### src/time_window_sum_min_max_defines.svh
// assertion macros shared by the sliding window statistics block
`ifndef TIME_WINDOW_SUM_MIN_MAX_DEFINES_SVH
`define TIME_WINDOW_SUM_MIN_MAX_DEFINES_SVH

// condition that must hold at every clock edge outside reset
`define TWSMM_CHECK(lbl, cond, msg) \
	lbl: assert property (@(posedge clk) disable iff (!arst_n) (cond)) else $error(msg);

// implication checked at every clock edge outside reset
`define TWSMM_IMPLY(lbl, ante, cons, msg) \
	lbl: assert property (@(posedge clk) disable iff (!arst_n) (ante) |-> (cons)) else $error(msg);

`endif

### src/twsmm_pkg.sv
// package with types and constants of the sliding window statistics block
`timescale 1ns / 1ps

package twsmm_pkg;

	localparam int unsigned RING_DEPTH_DEF = 1024;

	localparam int unsigned TIME_W  = 32;
	localparam int unsigned VALUE_W = 32;
	localparam int unsigned WLEN_W  = 8;
	localparam int unsigned COUNT_W = 11;
	localparam int unsigned SUM_W   = 42;

	localparam logic [WLEN_W-1:0] WLEN_RESET = 8'd60;

	typedef enum logic [3:0] {
		ST_IDLE,
		ST_OVF_RD,
		ST_OVF_DROP,
		ST_WRITE,
		ST_EV_RD,
		ST_EV_CHK,
		ST_SCAN_INIT,
		ST_SCAN,
		ST_FIN
	} state_t;

	// commands from the controller to the datapath
	typedef struct packed {
		logic load_in;
		logic rd_oldest;
		logic drop;
		logic set_ovf;
		logic write;
		logic scan_init;
		logic scan_issue;
		logic out_load;
	} cmd_t;

	// status from the datapath to the controller
	typedef struct packed {
		logic full;
		logic count_gt1;
		logic keep;
		logic stale;
		logic scan_done;
		logic out_free;
	} stat_t;

endpackage

### src/twsmm_ctrl.sv
// controller state machine sequencing append, eviction, rescan and result
`timescale 1ns / 1ps

module twsmm_ctrl import twsmm_pkg::*; (
	input  logic  clk,
	input  logic  arst_n,
	input  logic  s_tvalid,
	output logic  s_tready,
	input  stat_t stat,
	output cmd_t  cmd
);

	state_t state_q;
	state_t state_d;

	always_ff @(posedge clk or negedge arst_n) begin
		if (!arst_n) begin
			state_q <= ST_IDLE;
		end else begin
			state_q <= state_d;
		end
	end

	// next state
	always_comb begin
		state_d = state_q;
		case (state_q)
			ST_IDLE: begin
				if (s_tvalid) begin
					state_d = stat.full ? ST_OVF_RD : ST_WRITE;
				end
			end
			ST_OVF_RD:    state_d = ST_OVF_DROP;
			ST_OVF_DROP:  state_d = ST_WRITE;
			ST_WRITE:     state_d = ST_EV_CHK;
			ST_EV_RD:     state_d = ST_EV_CHK;
			ST_EV_CHK: begin
				if (!stat.count_gt1 || stat.keep) begin
					state_d = stat.stale ? ST_SCAN_INIT : ST_FIN;
				end else begin
					state_d = ST_EV_RD;
				end
			end
			ST_SCAN_INIT: state_d = ST_SCAN;
			ST_SCAN: begin
				if (stat.scan_done) begin
					state_d = ST_FIN;
				end
			end
			ST_FIN: begin
				if (stat.out_free) begin
					state_d = ST_IDLE;
				end
			end
			default:      state_d = ST_IDLE;
		endcase
	end

	// outputs
	always_comb begin
		cmd      = '0;
		s_tready = 1'b0;
		case (state_q)
			ST_IDLE: begin
				s_tready    = 1'b1;
				cmd.load_in = s_tvalid;
			end
			ST_OVF_RD: begin
				cmd.rd_oldest = 1'b1;
			end
			ST_OVF_DROP: begin
				cmd.drop    = 1'b1;
				cmd.set_ovf = 1'b1;
			end
			ST_WRITE: begin
				// the oldest entry is read ahead for the first eviction test
				cmd.write     = 1'b1;
				cmd.rd_oldest = 1'b1;
			end
			ST_EV_RD: begin
				cmd.rd_oldest = 1'b1;
			end
			ST_EV_CHK: begin
				cmd.drop = stat.count_gt1 && !stat.keep;
			end
			ST_SCAN_INIT: begin
				cmd.scan_init = 1'b1;
			end
			ST_SCAN: begin
				cmd.scan_issue = !stat.scan_done;
			end
			ST_FIN: begin
				cmd.out_load = stat.out_free;
			end
			default: begin
				cmd = '0;
			end
		endcase
	end

endmodule

### config.mk
export PLATFORM = sky130hd
export DESIGN_NAME = twsmm_ctrl
export DESIGN_NICKNAME = d
export VERILOG_FILES = /design/src/time_window_sum_min_max_defines.svh /design/src/twsmm_pkg.sv /design/src/twsmm_ctrl.sv
export SDC_FILE = /design/constraint.sdc
export NUM_CORES = 1
export LEC_CHECK = 0
export CORE_AREA = 4 4 41 43
export DETAILED_ROUTE_END_ITERATION = 6
export DIE_AREA = 0 0 45 47
export DONT_BUFFER_PORTS = 1
export PLACE_DENSITY = 0.38
export RECOVER_POWER = 100
export SLEW_MARGIN = 30
export SYNTH_ARGS = -nofsm -noshare
export SYNTH_HDL_FRONTEND = slang
export SYNTH_SLANG_ARGS = --single-unit
export TNS_END_PERCENT = 100
### constraint.sdc
create_clock -name clk -period 1.49 [get_ports clk]
set_input_delay 0.298 -clock clk [delete_from_list [all_inputs] [get_ports clk]]
set_output_delay 0.298 -clock clk [all_outputs]
set_load 0.005 [all_outputs]
**Yosys cells after proc, flatten, opt, wreduce, memory -nomap -nowiden**

Index checks and enable logic that the tools add are counted.

- Bits in registers: 4
- Input port bits: 9
- Word-level logic and storage cells: 37

- Equality and inequality tests: 11
- Muxes and demuxes: 16
- Reductions and logical operators: 9

Operators with widths:

| cell | count |
|---|---|
| 4-bit case mux with 8 select lines | 1 |
| 4-bit two-way mux | 5 |
| 4-bit by 3-bit == test with 1-bit output, second input constant | 4 |
| 4-bit by 2-bit == test with 1-bit output, second input constant | 2 |
| 1-bit two-way mux | 8 |
| 2-bit inequality test, second input constant | 3 |
| 4-bit by 1-bit == test with 1-bit output, second input constant | 1 |
| 4-bit == test, second input constant | 1 |
| 4-bit zero test | 1 |
| 1-bit zero test | 3 |
| 3-bit AND reduction | 1 |
| 3-bit OR reduction | 1 |
| 2-bit two-way mux | 1 |
| 1-bit case mux with 2 select lines | 1 |
| 2-bit OR reduction | 1 |
| 1-bit logical AND | 1 |
| 1-bit logical OR | 1 |

**Logic depth before layout (Yosys ltp)**

Gate-level depths: netlist of run 1.

- Word-level depth: 4
- Depth in mapped cells: 5
- Depth with buffers taken out: 4

**Worst setup path after synthesis of run 1**

OpenSTA, ideal clock, no wires.

- Path kind: reg-to-output
- Start: reg state_q[3]
- End: out cmd[5] in the netlist's numbering
- Data arrival time: 1.108 ns
- Setup slack: 0.084 ns
- Cell stages (with the launch flop): 5
- Cells stage by stage: dfrtp_1 -> buf_6 -> nand2b_4 -> or3_4 -> o21bai_1

RTL lines:

| element | RTL line | text |
|---|---|---|
| start: declaration | twsmm_ctrl.sv:13 | `state_t state_q;` |
| start signal: assignment | twsmm_ctrl.sv:20 | `state_q <= state_d;` |
| end: declaration | twsmm_ctrl.sv:10 | `output cmd_t cmd` |

==> flow_summary.ini, run 1 <==
[grt]
grt_max_degree = 11
grt-ovfl-total = 0
grt_pass1_vias = 349
grt_use_total_pct = 10.07
grt_pass1_wl_um = 1531
antenna_found_initial = 0

[power_and_ir_drop]
power_density_mw_per_mm2 = 2345
max-vdd-ir-drop_v = 0.0007015
p_leak_nw = 0.2464
p_total_mw = 1.317

[cells_and_area]
design_area_um2 = 561.8
final_nets = 71
antenna_cells = 0
largest_register = state_q
final_cells = 75
drive_gt1_share_pct = 50.00
reg_top3 = state_q: 4 flops
area_growth_pct = 55.90
largest_register_ffs = 4

[floorplan]
dieHeight_um = 47
start_util_pct = 27.69
die_area_mm2 = 0.002115
rows = 13
design.portCount = 18
die_w_um = 45
core-area_mm2 = 0.001301

[timing]
setup_viol = 5
relSlewSlack_pct = 81.53
fin_ws_ps = -89.32
period_minus_slack_ps = 1579
hold_viol = 0
slew_viol_final = 0
timing.fmax_ghz = 0.6332
rsz0062_at_grt = yes
final.setup_skew_ps = 0.9539
worstMarginPinSlew_ps = 275.4
period_share_pct = 106.0

[worst_setup_path]
crit_fanout = 3
crit_path_end_kind = output pin
cp_cell_sequence = nand2b_4 > or3_4 > o21bai_1
worstPathRequired_ps = 1190
startpoint_type = flip-flop
path_buf_inv = 0
path_delay_family = simple AND/OR/NAND/NOR gates
path_class = flip-flop to output pin
cpMaxStageDelayCell = dfrtp_1
slowest_delay_ps = 380
arrival_ps = 1280

[synth]
synth_area_um2 = 360.3
ys_types = 25
synth_top_family_by_area = simple AND/OR/NAND/NOR gates
synthCells = 46
synth_warnings = 0
synth.avg_cell_area_um2 = 7.834
synth_xor_area_share_pct = 0
syn_nets = 55
seq_area_frac_synth_pct = 27.78
synth-seq-cells = 4
synthSimpleGateAreaFrac_pct = 32.99
synth_fa_ha_area_share_pct = 0
synth_compound_area_share_pct = 25.35
synth_mux_area_share_pct = 2.778

[clock_network]
cts_tree = done
htree_levels = 1
cts_inserted_buffers = 3
clk_latency_ps = 230
cts_buffer_depth = 2
path_clk_slew_ps = 40
cts.sinks = 4
cts_root_buf = clkbuf_4

[place]
place_inst = 62
place_congestion = 0.8264
hpwl_um = 728
dpl-instance-area_um2 = 387.9
port_buffers = 0

[status]
violations = negative setup slack
outcome = finished, violations left

[route]
remaining_drc_errors = 0
firstDrtPassIters = 4
vias = 412
postRouteWirelength_um = 1130
ant_nets = 0
drtIter0Drc = 18
post_drt_wl_per_cell_um = 15.07
routed_via_density = 5.493

[hold_path]
min_path_type = input port to flip-flop

[flow_run]
drv_cap = 0
[logic make-up after synthesis]
family / Yosys count
AND/OR/NAND/NOR: 21
AO/OA/AOI/OAI: 13
buffers and inverters: 7
flip-flops: 4
multiplexers: 1
[metrics by stage]
step	hold WS [ps]	setup slack, ps	utilization [%]	setup TNS (ps)
final	169.1	-89.32	43.17	-126.5
after global routing	166.7	-130.8	43.17	-622.0
after CTS	164.8	-94.68	35.10	-171.5
after detailed placement	2.556	119.1	29.81	0
after global placement	2.527	140.0	29.81	0
after floorplan	2.409	83.58	-	0
[final cells by class]
| class | count | area [µm²] |
|---|---|---|
| repair buffers | 15 | 123.9 |
| clock buffers | 3 | 22.52 |
| multi-input cells | 35 | 281.5 |
| fillers | 142 | 739.5 |
| flip-flops and latches | 4 | 103.9 |
| well taps | 15 | 18.77 |
| inverters | 3 | 11.26 |
[path summary, 6_finish.rpt]
kind / end / from / slack, ps / cells after the start
max: cmd[5] / state_q[3]$_DFFE_PN0P_ / -90 / 3
min: state_q[3]$_DFFE_PN0P_ / stat[0] / 170 / 1
max reg2reg: state_q[3]$_DFFE_PN0P_ / state_q[1]$_DFFE_PN0P_ / 80 / 6
min reg2reg: state_q[2]$_DFFE_PN0P_ / state_q[3]$_DFFE_PN0P_ / 630 / 2
max in group asynchronous: state_q[0]$_DFFE_PN0P_ / arst_n / 950 / 1
min in group asynchronous: state_q[3]$_DFFE_PN0P_ / arst_n / 340 / 1
[layer usage]
layer  vias to the layer above  GRT usage (%)  routed length (µm)
met5                         -              0                   0
met4                         0          1.754                  10
met3                         3          6.513                 106
met2                        22          15.25                 547
met1                       195          12.18                 465
li1                        192              -                   -
[Yosys cell counts]
cell type  count  area, µm²
buf_2          2      10.01
nand2b_1       1      6.260
o21bai_1       1      7.510
buf_4          1      7.510
and2_1         1      6.260
o21ai_1        1      5.000
nand2_1        4      15.01
and3_1         2      12.51
nor2b_1        1      6.260
buf_6          1      11.26
mux2i_1        1      10.01
a21o_1         3      22.52
nor2_1         4      15.01
inv_2          1      3.750
nor4_1         2      12.51
dfrtp_1        4      100.1
or3_4          1      11.26
o2bb2ai_2      1      15.01
inv_1          2      7.510
o32ai_1        1      8.760
a211oi_1       1      7.510
a21oi_1        3      15.01
nand2b_4       1      13.76
nor3_1         4      20.02
o21ai_0        2      10.01
[cell usage in the layout, fill, tap and decap left out, drive strengths merged, types with 3 or more instances in the layout]
master   n
nor3     4
clkbuf   3
dfrtp    4
a21oi    3
nor2     4
inv      3
buf     14
a21o     3
o21ai    3
nand2    4
[where the power goes]
group          internal (mW)  switching (mW)  leakage (nW)  total (mW)
sequential             0.171          0.0838        0.0461       0.254
clock                 0.0900          0.0423        0.0138       0.132
combinational          0.479           0.451         0.187       0.931
[repair_timing]
item / CTS / global route
pin swaps: 2 / 7
hold buffers: 1 / 0
gates resized for setup: 8 / 14
endpoints found under the hold margin: 4 / 0
setup endpoints to repair: 6 / 8
buffers inserted: 1 / 8
No activity file was read; power rests on OpenSTA's default activity.
==> inputs of run 2 (changes only) <==
--- a/config.mk
+++ b/config.mk
@@ -5,10 +5,11 @@
 export SDC_FILE = /design/constraint.sdc
 export NUM_CORES = 1
 export LEC_CHECK = 0
-export CORE_AREA = 4 4 41 43
+export CORE_AREA = 2 2 39 41
 export DETAILED_ROUTE_END_ITERATION = 6
-export DIE_AREA = 0 0 45 47
+export DIE_AREA = 0 0 41 43
 export DONT_BUFFER_PORTS = 1
+export GPL_TIMING_DRIVEN = 0
 export PLACE_DENSITY = 0.38
 export RECOVER_POWER = 100
 export SLEW_MARGIN = 30
==> constraint.sdc (replaced) <==
create_clock -name clk -period 1.49 [get_ports clk]
set_input_delay 0.2235 -clock clk [delete_from_list [all_inputs] [get_ports clk]]
set_output_delay 0.2235 -clock clk [all_outputs]
set_load 0.005 [all_outputs]
==> run 2 against run 1 <==
Compared with the run above: the flow still finishes with violations (negative setup slack); register-to-register slack gained 30 ps; via count shrank 13%; power shrank 21%; routed wire length shrank 15%; core utilization shrank 9.2 points; clock power grew 5%; global-route usage grew 2.5 points; hold slack lost 90 ps; die area shrank 17%; clock skew grew 3.2 ps; combinational power shrank 24%; cell area shrank 16%; highest routed layer is now met3.
==> flow_summary.ini, run 2 (synthesis results as in run 1) <==
[worst_setup_path]
path_delay_family = simple AND/OR/NAND/NOR gates
timing.rr.start = state_q[3]$_DFFE_PN0P_
cpMaxStageDelayCell = dfrtp_1
crit_path_end_kind = output pin
crit_start = state_q[3]$_DFFE_PN0P_
path_buf_inv = 0
worstPathRequired_ps = 1270
crit_fanout = 4
startpoint_type = flip-flop
path_class = flip-flop to output pin
cp_cell_sequence = nand2b_4 > or3_4 > o21bai_4
slowest_delay_ps = 410
arrival_ps = 1310

[grt]
grt_use_total_pct = 12.56
grt_pass1_vias = 367
grt-ovfl-total = 0
antenna_found_initial = 0
grt_max_degree = 11
grt_pass1_wl_um = 1483

[timing]
final.setup_skew_ps = 4.179
fin_ws_ps = -42.16
hold_viol = 0
rsz0062_at_grt = yes
period_minus_slack_ps = 1532
fin_tns_setup_ps = -42.16
timing.fmax_ghz = 0.6527
fin_hold_ws_ps = 78.75
worstMarginPinSlew_ps = 277.7
setup_viol = 1
period_share_pct = 102.8
slew_viol_final = 0
relSlewSlack_pct = 81.33

[status]
outcome = finished, violations left
violations = negative setup slack

[cells_and_area]
final_nets = 65
reg_top3 = state_q: 4 flops
multi_input_area_um2 = 247.7
final_cell_mix = buf_4, nand2_1, nor2_1, dfrtp_1
final_common_cell = buf_4
largest_register = state_q
fillers = 155
regArea_um2 = 100.1
largest_register_ffs = 4
utilization_pct = 34.00
antenna_cells = 0
drive_gt1_share_pct = 35.19
area_growth_pct = 30.56

[clock_network]
cts_inserted_buffers = 3
clk_latency_ps = 240
path_clk_slew_ps = 40
cts.sinks = 4
htree_levels = 1
cts_tree = done
cts_buffer_depth = 2
cts_root_buf = clkbuf_4

[route]
firstDrtPassIters = 3
drtIter0Drc = 1
postRouteWirelength_um = 957
post_drt_wl_per_cell_um = 13.67
routed_via_density = 5.114
vias = 358
ant_nets = 0
remaining_drc_errors = 0

[floorplan]
design.portCount = 18
start_util_pct = 26.04
rows = 14
dieHeight_um = 43
die_area_mm2 = 0.001763
die_w_um = 41
core-area_mm2 = 0.001384

[power_and_ir_drop]
power_density_mw_per_mm2 = 2215
p_leak_nw = 0.2152
max-vdd-ir-drop_v = 0.0005924
p_total_mw = 1.042

[flow_run]
drv_cap = 0

[place]
port_buffers = 0
place_congestion = 0.7030
hpwl_um = 662.5

[hold_path]
min_path_type = input port to flip-flop
min_from = stat[0]
run 2: path summary, 6_finish.rpt:
check | end | slack (ps) | cells after the start
min | state_q[3]$_DFFE_PN0P_ | 80 | 1
min in group asynchronous | state_q[2]$_DFFE_PN0P_ | 260 | 1
max reg2reg | state_q[1]$_DFFE_PN0P_ | 110 | 5
max in group asynchronous | state_q[0]$_DFFE_PN0P_ | 1060 | 1
max | cmd[5] | -40 | 3
min reg2reg | state_q[2]$_DFFE_PN0P_ | 630 | 2
run 2: metrics by stage:
| stage | area, µm² | std cells | setup WS (ps) |
|---|---|---|---|
| floorplan | 360.3 | 46 | 158.1 |
| detailed placement | 380.4 | 62 | 96.57 |
| global route | 470.5 | 70 | -105.5 |
| finish | 470.5 | 70 | -42.16 |
| CTS | 427.9 | 68 | -133.0 |
| global placement | 380.4 | 62 | 99.38 |
run 2: layout make-up:
cell class / count / share of cell area [%]
Buffer: 3 / 4.521
Clock buffer: 3 / 4.787
Inverter: 3 / 2.394
Multi-Input combinational cell: 35 / 52.66
Sequential cell: 4 / 21.28
Tap cell: 16 / 4.255
Timing Repair Buffer: 6 / 10.11
run 2: per-layer routing:
metal | global-route usage (%) | share of wire (%) | vias to the layer above
met1 | 15.81 | 43 | 166
li1 | - | - | 181
met5 | 0 | 0 | -
met4 | 10.00 | 0 | 0
met3 | 2.094 | 5.0 | 0
met2 | 17.81 | 52 | 11
run 2: timing repair:
action,4_1_cts,5_1_grt
pin swaps,1,0
endpoints found under the hold margin,4,0
setup buffers,2,3
gates cloned,0,0
hold buffers,1,0
gates resized for setup,0,5
setup endpoints to repair,3,4
run 2: where the power goes:
| group | internal, mW | total [mW] | switching [mW] |
|---|---|---|---|
| clock network | 0.0903 | 0.138 | 0.0473 |
| registers | 0.162 | 0.197 | 0.0351 |
| logic | 0.335 | 0.708 | 0.373 |
==> inputs of run 3 (changes only) <==
--- a/config.mk
+++ b/config.mk
@@ -5,12 +5,13 @@
 export SDC_FILE = /design/constraint.sdc
 export NUM_CORES = 1
 export LEC_CHECK = 0
+export ABC_AREA = 1
 export CORE_AREA = 2 2 39 41
 export DETAILED_ROUTE_END_ITERATION = 6
 export DIE_AREA = 0 0 41 43
 export DONT_BUFFER_PORTS = 1
 export GPL_TIMING_DRIVEN = 0
-export PLACE_DENSITY = 0.38
+export PLACE_DENSITY = 0.39
 export RECOVER_POWER = 100
 export SLEW_MARGIN = 30
 export SYNTH_ARGS = -nofsm -noshare
==> run 3 against run 2 <==
Compared with the run above: the run now ends clean; flip-flop and latch count is the same; sequential share of layout area grew 2.1 points; critical path depth grew 2; final cell count grew 17%; first-iteration DRC count grew to 5.0 times the previous value; highest routed layer unchanged; clock skew shrank 1.3 ps; critical path type unchanged; core utilization shrank 2.7 points.
==> flow_summary.ini, run 3 <==
[clock_network]
clk_latency_ps = 230
cts_root_buf = clkbuf_4
cts_buffer_depth = 2
cts.sinks = 4
cts_tree = done
htree_levels = 1
path_clk_slew_ps = 40
cts_inserted_buffers = 3
post_cts_buffers = 0

[synth]
yosysMostFrequentCell = nand2_1
synth.avg_cell_area_um2 = 5.953
synth_warnings = 0
synth-main-ff-cell = dfrtp_1
yosys.area.top_type = dfrtp_1
yosys-top-cells-area = dfrtp_1, nand2_1, inv_1
synth-seq-cells = 4
synthCells = 62
yosysTopAreaCellShare_pct = 27.12
seq_area_frac_synth_pct = 27.12
ys_types = 19
syn_nets = 71
synth-edff-count = 0
synthTopCellsByCount = nand2_1, inv_1, nor2_1
synth_area_um2 = 369.1
synthArstFlopShare_pct = 100.0

[route]
postRouteWirelength_um = 881
firstDrtPassIters = 4
ant_nets = 0
drtIter0Drc = 5
vias = 362
post_drt_wl_per_cell_um = 10.74
routed_via_density = 4.415
remaining_drc_errors = 0

[worst_setup_path]
cp_cell_sequence = nand2_1 > inv_2 > nand2_1 > nand2_1 > or2_1
arrival_ps = 1170
cp_common_cell = nand2_1
cpMaxStageDelayCell = dfrtp_1
slowest_delay_ps = 430
crit_fanout = 4
crit_path_end_kind = output pin
path_class = flip-flop to output pin
worstPathRequired_ps = 1270
startpoint_type = flip-flop

[cells_and_area]
largest_register = state_q
largest_register_ffs = 4
antenna_cells = 0
final_nets = 77
regArea_um2 = 101.3
fillers = 169
final_cell_mix = nand2_1, inv_1, nor2_1
area_growth_pct = 17.29
reg_top3 = state_q: 4 flops
drive_gt1_share_pct = 19.70
multi_input_area_um2 = 226.5
final_cells = 82
final_common_cell = nand2_1

[grt]
grt_pass1_vias = 321
antenna_found_initial = 0
grt-ovfl-total = 0
grt_max_degree = 7
grt_pass1_wl_um = 1407
grt_use_total_pct = 12.59

[floorplan]
die_area_mm2 = 0.001763
rows = 14
design.portCount = 18
core-area_mm2 = 0.001384
start_util_pct = 26.67
die_w_um = 41
dieHeight_um = 43

[timing]
setup_viol = 0
period_minus_slack_ps = 1391
fin_tns_setup_ps = 0
slew_viol_final = 0
worstMarginPinSlew_ps = 210.4
timing.fmax_ghz = 0.7189
rsz0062_at_grt = no
period_share_pct = 93.35
fin_hold_ws_ps = 217.6
relSlewSlack_pct = 85.87
hold_viol = 0
final.setup_skew_ps = 2.905

[status]
outcome = completed

[place]
hpwl_um = 730.8
port_buffers = 0
place_congestion = 0.6654
place_inst = 78

[power_and_ir_drop]
max-vdd-ir-drop_v = 0.0006949
power_density_mw_per_mm2 = 2163
p_leak_nw = 0.2440

[flow_run]
drv_cap = 0

[hold_path]
min_path_type = input port to flip-flop
==> run 3: cell types whose count changed after synthesis, moves of 3 or more <==
cell     change
a21o_1       -3
inv_1       +11
nand2_1     +12
nand3_1      +3
nor2_1       +7
nor3_1       -3
==> run 3: area by class of cell <==
type	count	area share, %
clock buffer	3	5.202
sequential	4	23.41
multi-input combinational	44	52.31
inverter	14	12.14
timing repair buffer	1	2.312
tap	16	4.624
==> run 3: path summary, 6_finish.rpt <==
| path | from | end | slack, ps | depth (start not counted) |
|---|---|---|---|---|
| worst max-delay path | state_q[1]$_DFFE_PN0P_ | cmd[6] | 100 | 5 |
| worst min-delay path | stat[2] | state_q[3]$_DFFE_PN0P_ | 220 | 3 |
| worst max register to register | state_q[1]$_DFFE_PN0P_ | state_q[0]$_DFFE_PN0P_ | 290 | 7 |
| worst min register to register | state_q[3]$_DFFE_PN0P_ | state_q[3]$_DFFE_PN0P_ | 650 | 3 |
| max in group asynchronous | arst_n | state_q[3]$_DFFE_PN0P_ | 1050 | 1 |
| min in group asynchronous | arst_n | state_q[1]$_DFFE_PN0P_ | 260 | 1 |
==> run 3: kinds of logic after synthesis <==
logic type | Yosys count | share of synthesized area (%)
simple gates | 39 | 49.15
buf+inv | 14 | 14.24
compound gates | 5 | 9.493
flops | 4 | 27.12
==> run 3: worst max-delay path: cells and delay by family (launching register included) <==
kind                   cells  cell delay, ps
and+or+nand+nor            4             460
DFF                        1             430
buffers and inverters      1              40
==> run 3: metal layers <==
metal	part of all wire (%)	GRT usage, %	vias to the layer above
met4	0	6.000	0
met3	3.3	6.283	0
met1	52	18.51	154
met2	44	14.69	10
li1	-	-	198
met5	0	0	-
==> run 3: repair_timing <==
action                                 4_1_cts  5_1_grt
gates resized for setup                      1        5
pin swaps                                    0        1
hold buffers                                 1        0
endpoints found under the hold margin        4        0
setup endpoints to repair                    1        2
==> run 3: where the power goes <==
group	total [mW]	switching, mW	internal, mW
clock	0.131	0.0410	0.0898
combinational	0.568	0.373	0.195
sequential	0.238	0.0728	0.165
==> run 3: stage by stage <==
step                      instance area [µm²]  utilization, %  setup slack, ps  total power, mW
after floorplan                         369.1               -            362.9           0.6620
after global placement                  389.1           28.12            245.3           0.7801
final                                   432.9           31.28            99.05           0.9363
after global routing                    432.9           31.28            4.014            1.053
after CTS                               424.2           30.65            26.90           0.9236
after detailed placement                389.1           28.12            235.6           0.7746
